### config.mk
export PLATFORM = sky130hd
export DESIGN_NAME = touch_in_region_slot_tracker_flat
export DESIGN_NICKNAME = d
export VERILOG_FILES = /design/src/tir_pkg.sv /design/src/tir_event_if.sv /design/src/tir_result_if.sv /design/src/touch_in_region_slot_tracker.sv /design/src/tir_scale.sv /design/src/tir_track.sv /design/src/flat_wrapper.sv
export SDC_FILE = /design/constraint.sdc
export NUM_CORES = 2
export LEC_CHECK = 0
export BUFFER_PORTS_ARGS = -buffer_cell sky130_fd_sc_hd__buf_2
export CORE_ASPECT_RATIO = 0.6
export CORE_MARGIN = 4
export CORE_UTILIZATION = 58
export DETAILED_ROUTE_END_ITERATION = 7
export GPL_TIMING_DRIVEN = 0
export HOLD_SLACK_MARGIN = 0.05
export PLACE_DENSITY_LB_ADDON = 0.25
export SYNTH_ARGS = -nofsm -noshare
export SYNTH_HDL_FRONTEND = slang
export SYNTH_HIERARCHICAL = 1
export SYNTH_SLANG_ARGS = --single-unit
### constraint.sdc
create_clock -name clk -period 11.1 [get_ports clk]
set_clock_uncertainty 0.1 [all_clocks]
set_input_delay 1.665 -clock clk [delete_from_list [all_inputs] [get_ports clk]]
set_output_delay 1.665 -clock clk [all_outputs]
set_load 0.05 [all_outputs]
### src/tir_pkg.sv
`timescale 1ns / 1ps
package tir_pkg;

  localparam int TYPE_W       = 5;
  localparam int CODE_W       = 10;
  localparam int VALUE_W      = 32;
  localparam int COORD_W      = 26;
  localparam int QUOT_W       = 25;
  localparam int MAP_W        = 32;
  localparam int SLOTS_DEFAULT = 32;
  localparam int CFG_IDX_W    = 3;
  localparam int CFG_DATA_W   = 26;

  // Event type and code values
  localparam logic [TYPE_W-1:0] TYPE_ABS   = 5'd3;
  localparam logic [CODE_W-1:0] CODE_SYNC  = 10'd0;
  localparam logic [CODE_W-1:0] CODE_SLOT  = 10'd47;
  localparam logic [CODE_W-1:0] CODE_X     = 10'd53;
  localparam logic [CODE_W-1:0] CODE_Y     = 10'd54;
  localparam logic [CODE_W-1:0] CODE_TRACK = 10'd57;

  // Register indexes
  localparam logic [CFG_IDX_W-1:0] REG_ENABLE = 3'd0;
  localparam logic [CFG_IDX_W-1:0] REG_LEFT   = 3'd1;
  localparam logic [CFG_IDX_W-1:0] REG_TOP    = 3'd2;
  localparam logic [CFG_IDX_W-1:0] REG_RIGHT  = 3'd3;
  localparam logic [CFG_IDX_W-1:0] REG_BOTTOM = 3'd4;

  // n / 100 == (n * DIV_MAGIC) >> DIV_SHIFT for any 32-bit unsigned n
  localparam logic [31:0] DIV_MAGIC = 32'd1374389535;
  localparam int          DIV_SHIFT = 37;

  typedef enum logic [1:0] {
    CLS_OTHER = 2'd0,
    CLS_POS   = 2'd1,
    CLS_NONE  = 2'd2
  } id_class_t;

  typedef struct packed {
    logic                      enable;
    logic signed [COORD_W-1:0] left_bound;
    logic signed [COORD_W-1:0] top_bound;
    logic signed [COORD_W-1:0] right_bound;
    logic signed [COORD_W-1:0] bottom_bound;
  } tir_cfg_t;

  typedef struct packed {
    logic [TYPE_W-1:0]         event_type;
    logic [CODE_W-1:0]         event_code;
    logic signed [VALUE_W-1:0] event_value;
    logic [QUOT_W-1:0]         quot_mag;
    logic                      quot_neg;
  } tir_stage_t;

  typedef struct packed {
    logic             region_level;
    logic             level_changed;
    logic [MAP_W-1:0] active_map;
  } tir_res_t;

endpackage

### src/tir_event_if.sv
`timescale 1ns / 1ps
interface tir_event_if;
  logic                               valid;
  logic                               ready;
  logic [tir_pkg::TYPE_W-1:0]         event_type;
  logic [tir_pkg::CODE_W-1:0]         event_code;
  logic signed [tir_pkg::VALUE_W-1:0] event_value;

  modport source (output valid, event_type, event_code, event_value, input ready);
  modport sink   (input valid, event_type, event_code, event_value, output ready);
endinterface

### src/tir_result_if.sv
`timescale 1ns / 1ps
interface tir_result_if;
  logic                       valid;
  logic                       ready;
  logic                       region_level;
  logic                       level_changed;
  logic [tir_pkg::MAP_W-1:0]  active_map;

  modport source (output valid, region_level, level_changed, active_map, input ready);
  modport sink   (input valid, region_level, level_changed, active_map, output ready);
endinterface

### src/touch_in_region_slot_tracker.sv
`timescale 1ns / 1ps
// Channel   Dir  Payload                                    Handshake
// events    in   event_type, event_code, event_value        valid / ready
// results   out  region_level, level_changed, active_map    valid / ready
// cfg       in   cfg_index, cfg_data                        cfg_we, no wait
//
// One request in, one result out, one request per cycle sustained unless results stall.
// The divide-by-100 multiplier feeds the input stage register, then the slot
// update and rectangle compares feed the result register.
// Reset (rst, synchronous) clears the slot tables, the active map, the drive
// level, the configuration registers and both valid flags.
// A stalled result holds; the input stage still takes one more request behind it.
module touch_in_region_slot_tracker #(
  parameter int SLOTS = tir_pkg::SLOTS_DEFAULT
) (
  input  logic                              clk,
  input  logic                              rst,
  tir_event_if.sink                         events,
  tir_result_if.source                      results,
  input  logic                              cfg_we,
  input  logic [tir_pkg::CFG_IDX_W-1:0]     cfg_index,
  input  logic [tir_pkg::CFG_DATA_W-1:0]    cfg_data
);
  import tir_pkg::*;

  tir_cfg_t   cfg;
  tir_stage_t stage;
  tir_res_t   res_next;
  tir_res_t   res;
  logic       stage_valid;
  logic       res_valid;
  logic       advance;
  logic       stage_fire;
  logic       in_fire;

  // Move the input stage on when the result register is empty or being drained
  assign advance    = !res_valid || results.ready;
  assign stage_fire = stage_valid && advance;
  assign events.ready = !stage_valid || advance;
  assign in_fire    = events.valid && events.ready;

  always_ff @(posedge clk) begin
    if (rst) begin
      stage_valid <= 1'b0;
      res_valid   <= 1'b0;
    end else begin
      if (in_fire) begin
        stage_valid <= 1'b1;
      end else if (stage_fire) begin
        stage_valid <= 1'b0;
      end
      if (stage_fire) begin
        res_valid <= 1'b1;
      end else if (results.ready) begin
        res_valid <= 1'b0;
      end
    end
  end

  // Configuration registers; unknown indexes drop the write
  always_ff @(posedge clk) begin
    if (rst) begin
      cfg <= '0;
    end else if (cfg_we) begin
      case (cfg_index)
        REG_ENABLE: cfg.enable       <= cfg_data[0];
        REG_LEFT:   cfg.left_bound   <= $signed(cfg_data);
        REG_TOP:    cfg.top_bound    <= $signed(cfg_data);
        REG_RIGHT:  cfg.right_bound  <= $signed(cfg_data);
        REG_BOTTOM: cfg.bottom_bound <= $signed(cfg_data);
        default: ;
      endcase
    end
  end

  // Input stage: latch the request and the scaled coordinate magnitude
  tir_scale u_scale (
    .clk         (clk),
    .load        (in_fire),
    .event_type  (events.event_type),
    .event_code  (events.event_code),
    .event_value (events.event_value),
    .stage       (stage)
  );

  // Slot state; commits exactly once per request as it enters the result register
  tir_track #(
    .SLOTS (SLOTS)
  ) u_track (
    .clk      (clk),
    .rst      (rst),
    .commit   (stage_fire),
    .stage    (stage),
    .cfg      (cfg),
    .res_next (res_next)
  );

  always_ff @(posedge clk) begin
    if (stage_fire) begin
      res <= res_next;
    end
  end

  assign results.valid         = res_valid;
  assign results.region_level  = res.region_level;
  assign results.level_changed = res.level_changed;
  assign results.active_map    = res.active_map;
endmodule

### src/tir_scale.sv
`timescale 1ns / 1ps
module tir_scale (
  input  logic                               clk,
  input  logic                               load,
  input  logic [tir_pkg::TYPE_W-1:0]         event_type,
  input  logic [tir_pkg::CODE_W-1:0]         event_code,
  input  logic signed [tir_pkg::VALUE_W-1:0] event_value,
  output tir_pkg::tir_stage_t                stage
);
  import tir_pkg::*;

  logic [VALUE_W-1:0]   mag;
  logic [2*VALUE_W-1:0] prod;

  // Divide the magnitude by the scale; sign is put back downstream
  assign mag  = event_value[VALUE_W-1] ? (~event_value + 32'd1) : event_value;
  assign prod = {32'd0, mag} * {32'd0, DIV_MAGIC};

  always_ff @(posedge clk) begin
    if (load) begin
      stage.event_type  <= event_type;
      stage.event_code  <= event_code;
      stage.event_value <= event_value;
      stage.quot_mag    <= prod[DIV_SHIFT +: QUOT_W];
      stage.quot_neg    <= event_value[VALUE_W-1];
    end
  end
endmodule

### src/tir_track.sv
`timescale 1ns / 1ps
module tir_track #(
  parameter int SLOTS = tir_pkg::SLOTS_DEFAULT
) (
  input  logic                clk,
  input  logic                rst,
  input  logic                commit,
  input  tir_pkg::tir_stage_t stage,
  input  tir_pkg::tir_cfg_t   cfg,
  output tir_pkg::tir_res_t   res_next
);
  import tir_pkg::*;

  localparam int SLOT_W = (SLOTS > 1) ? $clog2(SLOTS) : 1;

  logic [SLOT_W-1:0]         current_slot;
  logic signed [COORD_W-1:0] slot_x [SLOTS];
  logic signed [COORD_W-1:0] slot_y [SLOTS];
  id_class_t                 slot_cls [SLOTS];
  logic [MAP_W-1:0]          slot_active;
  logic                      drive_level;

  logic signed [COORD_W-1:0] coord;
  logic                      is_abs;
  logic                      slot_ok;
  id_class_t                 cls_new;
  id_class_t                 cls_eval;
  logic signed [COORD_W-1:0] x_cur;
  logic signed [COORD_W-1:0] y_cur;
  logic                      in_rect;
  logic [MAP_W-1:0]          slot_sel;
  logic [MAP_W-1:0]          slot_active_next;
  logic                      drive_level_next;

  assign coord = stage.quot_neg ? -$signed({1'b0, stage.quot_mag})
                                :  $signed({1'b0, stage.quot_mag});
  assign is_abs  = (stage.event_type == TYPE_ABS);
  assign slot_ok = !stage.event_value[VALUE_W-1] &&
                   (stage.event_value < VALUE_W'(SLOTS));

  always_comb begin
    if (stage.event_value == -32'sd1) begin
      cls_new = CLS_NONE;
    end else if (stage.event_value > 32'sd0) begin
      cls_new = CLS_POS;
    end else begin
      cls_new = CLS_OTHER;
    end
  end

  // Bypass the class written by this same tracking event
  assign cls_eval = (is_abs && stage.event_code == CODE_TRACK) ? cls_new
                                                               : slot_cls[current_slot];
  assign x_cur    = slot_x[current_slot];
  assign y_cur    = slot_y[current_slot];
  assign in_rect  = (x_cur > cfg.left_bound) && (x_cur < cfg.right_bound) &&
                    (y_cur > cfg.top_bound)  && (y_cur < cfg.bottom_bound);
  assign slot_sel = MAP_W'(1) << current_slot;

  always_comb begin
    slot_active_next = slot_active;
    drive_level_next = drive_level;
    if (cfg.enable && stage.event_code == CODE_TRACK) begin
      if (cls_eval == CLS_NONE) begin
        slot_active_next = slot_active & ~slot_sel;
      end
    end else if (cfg.enable && stage.event_code == CODE_SYNC) begin
      if (cls_eval == CLS_POS) begin
        slot_active_next = in_rect ? (slot_active | slot_sel) : (slot_active & ~slot_sel);
      end
      drive_level_next = |slot_active_next;
    end
  end

  assign res_next.region_level  = drive_level_next;
  assign res_next.level_changed = drive_level_next ^ drive_level;
  assign res_next.active_map    = slot_active_next;

  always_ff @(posedge clk) begin
    if (rst) begin
      current_slot <= '0;
      slot_active  <= '0;
      drive_level  <= 1'b0;
      for (int i = 0; i < SLOTS; i++) begin
        slot_x[i]   <= '0;
        slot_y[i]   <= '0;
        slot_cls[i] <= CLS_OTHER;
      end
    end else if (commit) begin
      slot_active <= slot_active_next;
      drive_level <= drive_level_next;
      if (is_abs) begin
        case (stage.event_code)
          CODE_SLOT: begin
            if (slot_ok) begin
              current_slot <= stage.event_value[SLOT_W-1:0];
            end
          end
          CODE_X:     slot_x[current_slot]   <= coord;
          CODE_Y:     slot_y[current_slot]   <= coord;
          CODE_TRACK: slot_cls[current_slot] <= cls_new;
          default: ;
        endcase
      end
    end
  end
endmodule

### src/flat_wrapper.sv
// flat-port wrapper written by rule: the top's interface ports become plain ports
module touch_in_region_slot_tracker_flat import tir_pkg::*;
#(
  parameter int SLOTS = tir_pkg::SLOTS_DEFAULT
)
  (clk, rst, cfg_we, cfg_index, cfg_data, events_valid, events_event_type, events_event_code, events_event_value, events_ready, results_valid, results_region_level, results_level_changed, results_active_map, results_ready);
  tir_event_if events_i ();
  tir_result_if results_i ();
  input  logic clk;
  input  logic rst;
  input  logic cfg_we;
  input  logic [tir_pkg::CFG_IDX_W-1:0] cfg_index;
  input  logic [tir_pkg::CFG_DATA_W-1:0] cfg_data;
  input wire logic [$bits(events_i.valid)-1:0] events_valid;
  input wire logic [$bits(events_i.event_type)-1:0] events_event_type;
  input wire logic [$bits(events_i.event_code)-1:0] events_event_code;
  input wire logic [$bits(events_i.event_value)-1:0] events_event_value;
  output wire logic [$bits(events_i.ready)-1:0] events_ready;
  output wire logic [$bits(results_i.valid)-1:0] results_valid;
  output wire logic [$bits(results_i.region_level)-1:0] results_region_level;
  output wire logic [$bits(results_i.level_changed)-1:0] results_level_changed;
  output wire logic [$bits(results_i.active_map)-1:0] results_active_map;
  input wire logic [$bits(results_i.ready)-1:0] results_ready;
  assign events_i.valid = events_valid;
  assign events_i.event_type = events_event_type;
  assign events_i.event_code = events_event_code;
  assign events_i.event_value = events_event_value;
  assign events_ready = events_i.ready;
  assign results_valid = results_i.valid;
  assign results_region_level = results_i.region_level;
  assign results_level_changed = results_i.level_changed;
  assign results_active_map = results_i.active_map;
  assign results_i.ready = results_ready;
  touch_in_region_slot_tracker #(.SLOTS(SLOTS)) u_core (.clk(clk), .rst(rst), .events(events_i), .results(results_i), .cfg_we(cfg_we), .cfg_index(cfg_index), .cfg_data(cfg_data));
endmodule
==> impl_metrics.py <==
metrics = {
    "outcome": {
        "status": "finished, violations left",
        "violations": "max-capacitance violations, max-slew violations",
    },
    "worst_setup_path": {
        "cp_data_required_time_ns": 11.56,
        "critPathMaxStageDelay_ns": 0.67,
        "start_kind": "input pin",
        "cp_max_fo": 12,
        "end_kind": "flip-flop",
        "critPathMostFrequentCell": "fa_1",
        "crit_type": "input pin to flip-flop",
        "worstPathArrival_ns": 11.52,
        "slowest_stage": "fa_1",
    },
    "yosys": {
        "synthDistinctLibCells": 97,
        "synth-simple-area-share_pct": 10.34,
        "yosys-mux-area-fraction_pct": 12.94,
        "synth_xor_area_share_pct": 1.216,
        "synth_top_family_by_area": "multiplexers",
        "ys.flop_type": "edfxtp_1",
        "netlist_area_um2": 105500,
        "synth.avg_cell_area_um2": 13.07,
        "synthCells": 8075,
        "synth_fa_ha_area_share_pct": 12.40,
        "yosys_warnings": 6,
        "syn_nets": 8986,
        "synth-edff-count": 1834,
        "ys_seq_area_share_pct": 55.05,
        "synthArstFlopShare_pct": 0,
        "ys_ff_latch": 1984,
        "synth_compound_gate_area_share_pct": 3.161,
    },
    "grt": {
        "grt_pass1_wl_um": 491700,
        "grt_max_degree": 72,
        "grt_pass1_vias": 67780,
        "antenna_found_initial": 25,
        "globalRouteOverflowTotal": 0,
        "grtUsageTotal_pct": 36.70,
    },
    "clock_tree": {
        "cts_buffers": 185,
        "cts_tree": "yes",
        "cts.sinks": 1984,
        "cts.reportedPaths.clkPinSlew_ns": 0.06,
        "cts_buffer_depth": 4,
        "cts-root-buf": "clkbuf_16",
        "clock_latency_ns": 0.83,
        "htree_num_levels": 4,
    },
    "final_layout": {
        "fillers": 13158,
        "seq_area_um2": 58080,
        "synthToLayoutAreaGrowth_pct": 10.25,
        "layout-drive-gt1-share_pct": 13.93,
        "multiInputGateArea_um2": 43030,
        "layout.nets": 9334,
        "final_area_um2": 116300,
    },
    "floorplanning": {
        "coreArea_um2": 179600,
        "fp.dieH_um": 338.4,
        "ioPinCount": 117,
        "die_area_um2": 189000,
        "initial_core_util_pct": 58.75,
        "die_w_um": 558.6,
        "num_rows": 120,
    },
    "placed_design": {
        "routabilityCongestion": 1.021,
        "io_buffers": 115,
        "dpl_cell_area_um2": 110200,
        "dpl.hpwl_um": 266300,
    },
    "sta": {
        "slew_viol_final": 33,
        "timing.final.crit_share_pct": 99.62,
        "grt_setup_unrepaired": "yes",
        "slew_headroom_pct": -3.431,
        "min_period_ns": 11.06,
        "fmax_mhz": 90.43,
        "hold_viol": 0,
        "setup_violations": 0,
        "tightest_slew_ns": 1.551,
    },
    "routing": {
        "wirelength_um": 345900,
        "drc": 0,
        "wl_per_cell_um": 31.61,
        "ant_nets": 0,
        "vias": 70660,
        "dr.pass1.iters": 8,
        "vias_per_cell": 6.457,
        "drt_iter0_markers": 12412,
    },
    "min_path": {
        "min_path_type": "flip-flop to flip-flop",
    },
    "flow_run": {
        "maxCapViolCount": 3,
    },
}
## logic make-up after synthesis
group	after synthesis
adders and majority gates	830
and+or+nand+nor	2562
DFF	1984
muxes	714
buffers and inverters	1331
AOI/OAI and AO/OA	520
xor gates and xnor gates	134
## per-stage QoR
step           setup slack (ns)  hold slack [ns]  std cells  utilization (%)  setup TNS, ns
6_report                0.04227           0.3720      10943            64.77              0
5_1_grt                -0.07281           0.3903      10941            64.77        -0.1353
4_1_cts                 0.02954           0.3751      10929            64.63              0
3_5_place_dp             -2.437           0.3656      10602            61.36         -46.72
3_3_place_gp             -2.355           0.3446      10569            60.73         -47.31
2_1_floorplan            0.6433           0.3342       8075                -              0
## repair_timing
| action | 4_1_cts | 5_1_grt |
|---|---|---|
| setup endpoints to repair | 25 | 20 |
| gates resized for setup | 18 | 14 |
| buffers inserted | 1 | 11 |
| pin swaps | 0 | 3 |
| gates cloned | 0 | 0 |
| hold buffers | 0 | 0 |
| hold endpoints to repair | 0 | 0 |
## routing by layer
layer | up-vias | part of all wire [%] | track usage, %
met2 | 5688 | 36 | 42.63
met4 | 14 | 2.4 | 7.722
met1 | 35542 | 41 | 58.25
met5 | - | 0.029 | 0
li1 | 28973 | - | -
met3 | 443 | 21 | 21.03
## critical path, delay by kind of cell
kind | cells | cell delay (ns)
AOI/OAI and AO/OA | 7 | 1.98
xor gates and xnor gates | 3 | 0.95
adders and majority gates | 10 | 4.44
buffers and inverters | 7 | 1.52
and+or+nand+nor | 5 | 0.93
## layout by cell type (no fill, tap or decap), types with 28 or more instances in the layout
cell / n
nand3_1: 42
xnor2_1: 60
mux2_2: 50
clkbuf_1: 458
nand2b_1: 152
ha_1: 470
clkbuf_16: 188
inv_1: 805
clkinv_1: 43
nand4_1: 35
dfxtp_1: 150
edfxtp_1: 1834
buf_2: 128
nand2b_2: 61
o21ai_0: 127
a21oi_1: 137
a21o_1: 76
mux2i_1: 148
nor3_1: 28
fa_1: 358
nor2_1: 1873
mux4_2: 511
buf_1: 51
nand2_1: 216
## registers in the layout (all words and copies together), names as in the netlist, named ones only
name,flops
u_core/u_track/slot_x,832
u_core/u_track/slot_y,832
u_core/cfg,105
u_core/u_scale/stage,72
u_core/u_track/slot_cls,64
u_core/results.active_map,32
u_core/u_track/slot_active,32
u_core/u_track/current_slot,5
u_core/results.level_changed,1
u_core/results.region_level,1
u_core/results.valid,1
u_core/stage_valid,1
u_core/u_track/drive_level,1
## cells in the mapped netlist, types with 50 or more instances
| library cell | count | area [um2] |
|---|---|---|
| xnor2_1 | 73 | 639.4 |
| dfxtp_1 | 150 | 3003 |
| nor2_1 | 1873 | 7030 |
| mux2i_1 | 149 | 1491 |
| edfxtp_1 | 1834 | 55070 |
| ha_1 | 471 | 5893 |
| clkbuf_1 | 423 | 1588 |
| fa_1 | 359 | 7187 |
| a21o_1 | 76 | 570.6 |
| buf_1 | 52 | 195.2 |
| a21oi_1 | 139 | 695.7 |
| nand2_1 | 216 | 810.8 |
| o21ai_0 | 130 | 650.6 |
| mux4_2 | 511 | 11510 |
| nand2b_1 | 213 | 1333 |
| inv_1 | 806 | 3025 |
| xor2_1 | 51 | 446.7 |
| mux2_2 | 50 | 563.0 |
## final cells by class
cell class                 instances  share of cell area (%)
antenna                            2                0.004303
buffer                           512                   1.801
clock buffer                     233                   4.224
clock inverter                    93                  0.7121
inverter                         819                   2.649
multi-input combinational       4760                   36.99
sequential                      1984                   49.93
tap                             2379                   2.559
timing repair buffer             161                   1.133
## final timing paths
check / from / endpoint / slack (ns) / cells past startpoint
max reg2reg: flip-flop / u_core/results.active_map[4] / 2.10 / 21
min reg2reg: u_core/stage_valid / u_core/results.valid / 0.37 / 2
min: u_core/stage_valid / u_core/results.valid / 0.37 / 2
max: events_event_value[0] / u_core/u_scale/stage[20] / 0.04 / 32
Power is left out: the tool's default activity adds up to more than one toggle a clock period on the data nets, which glitch-free logic cannot reach.
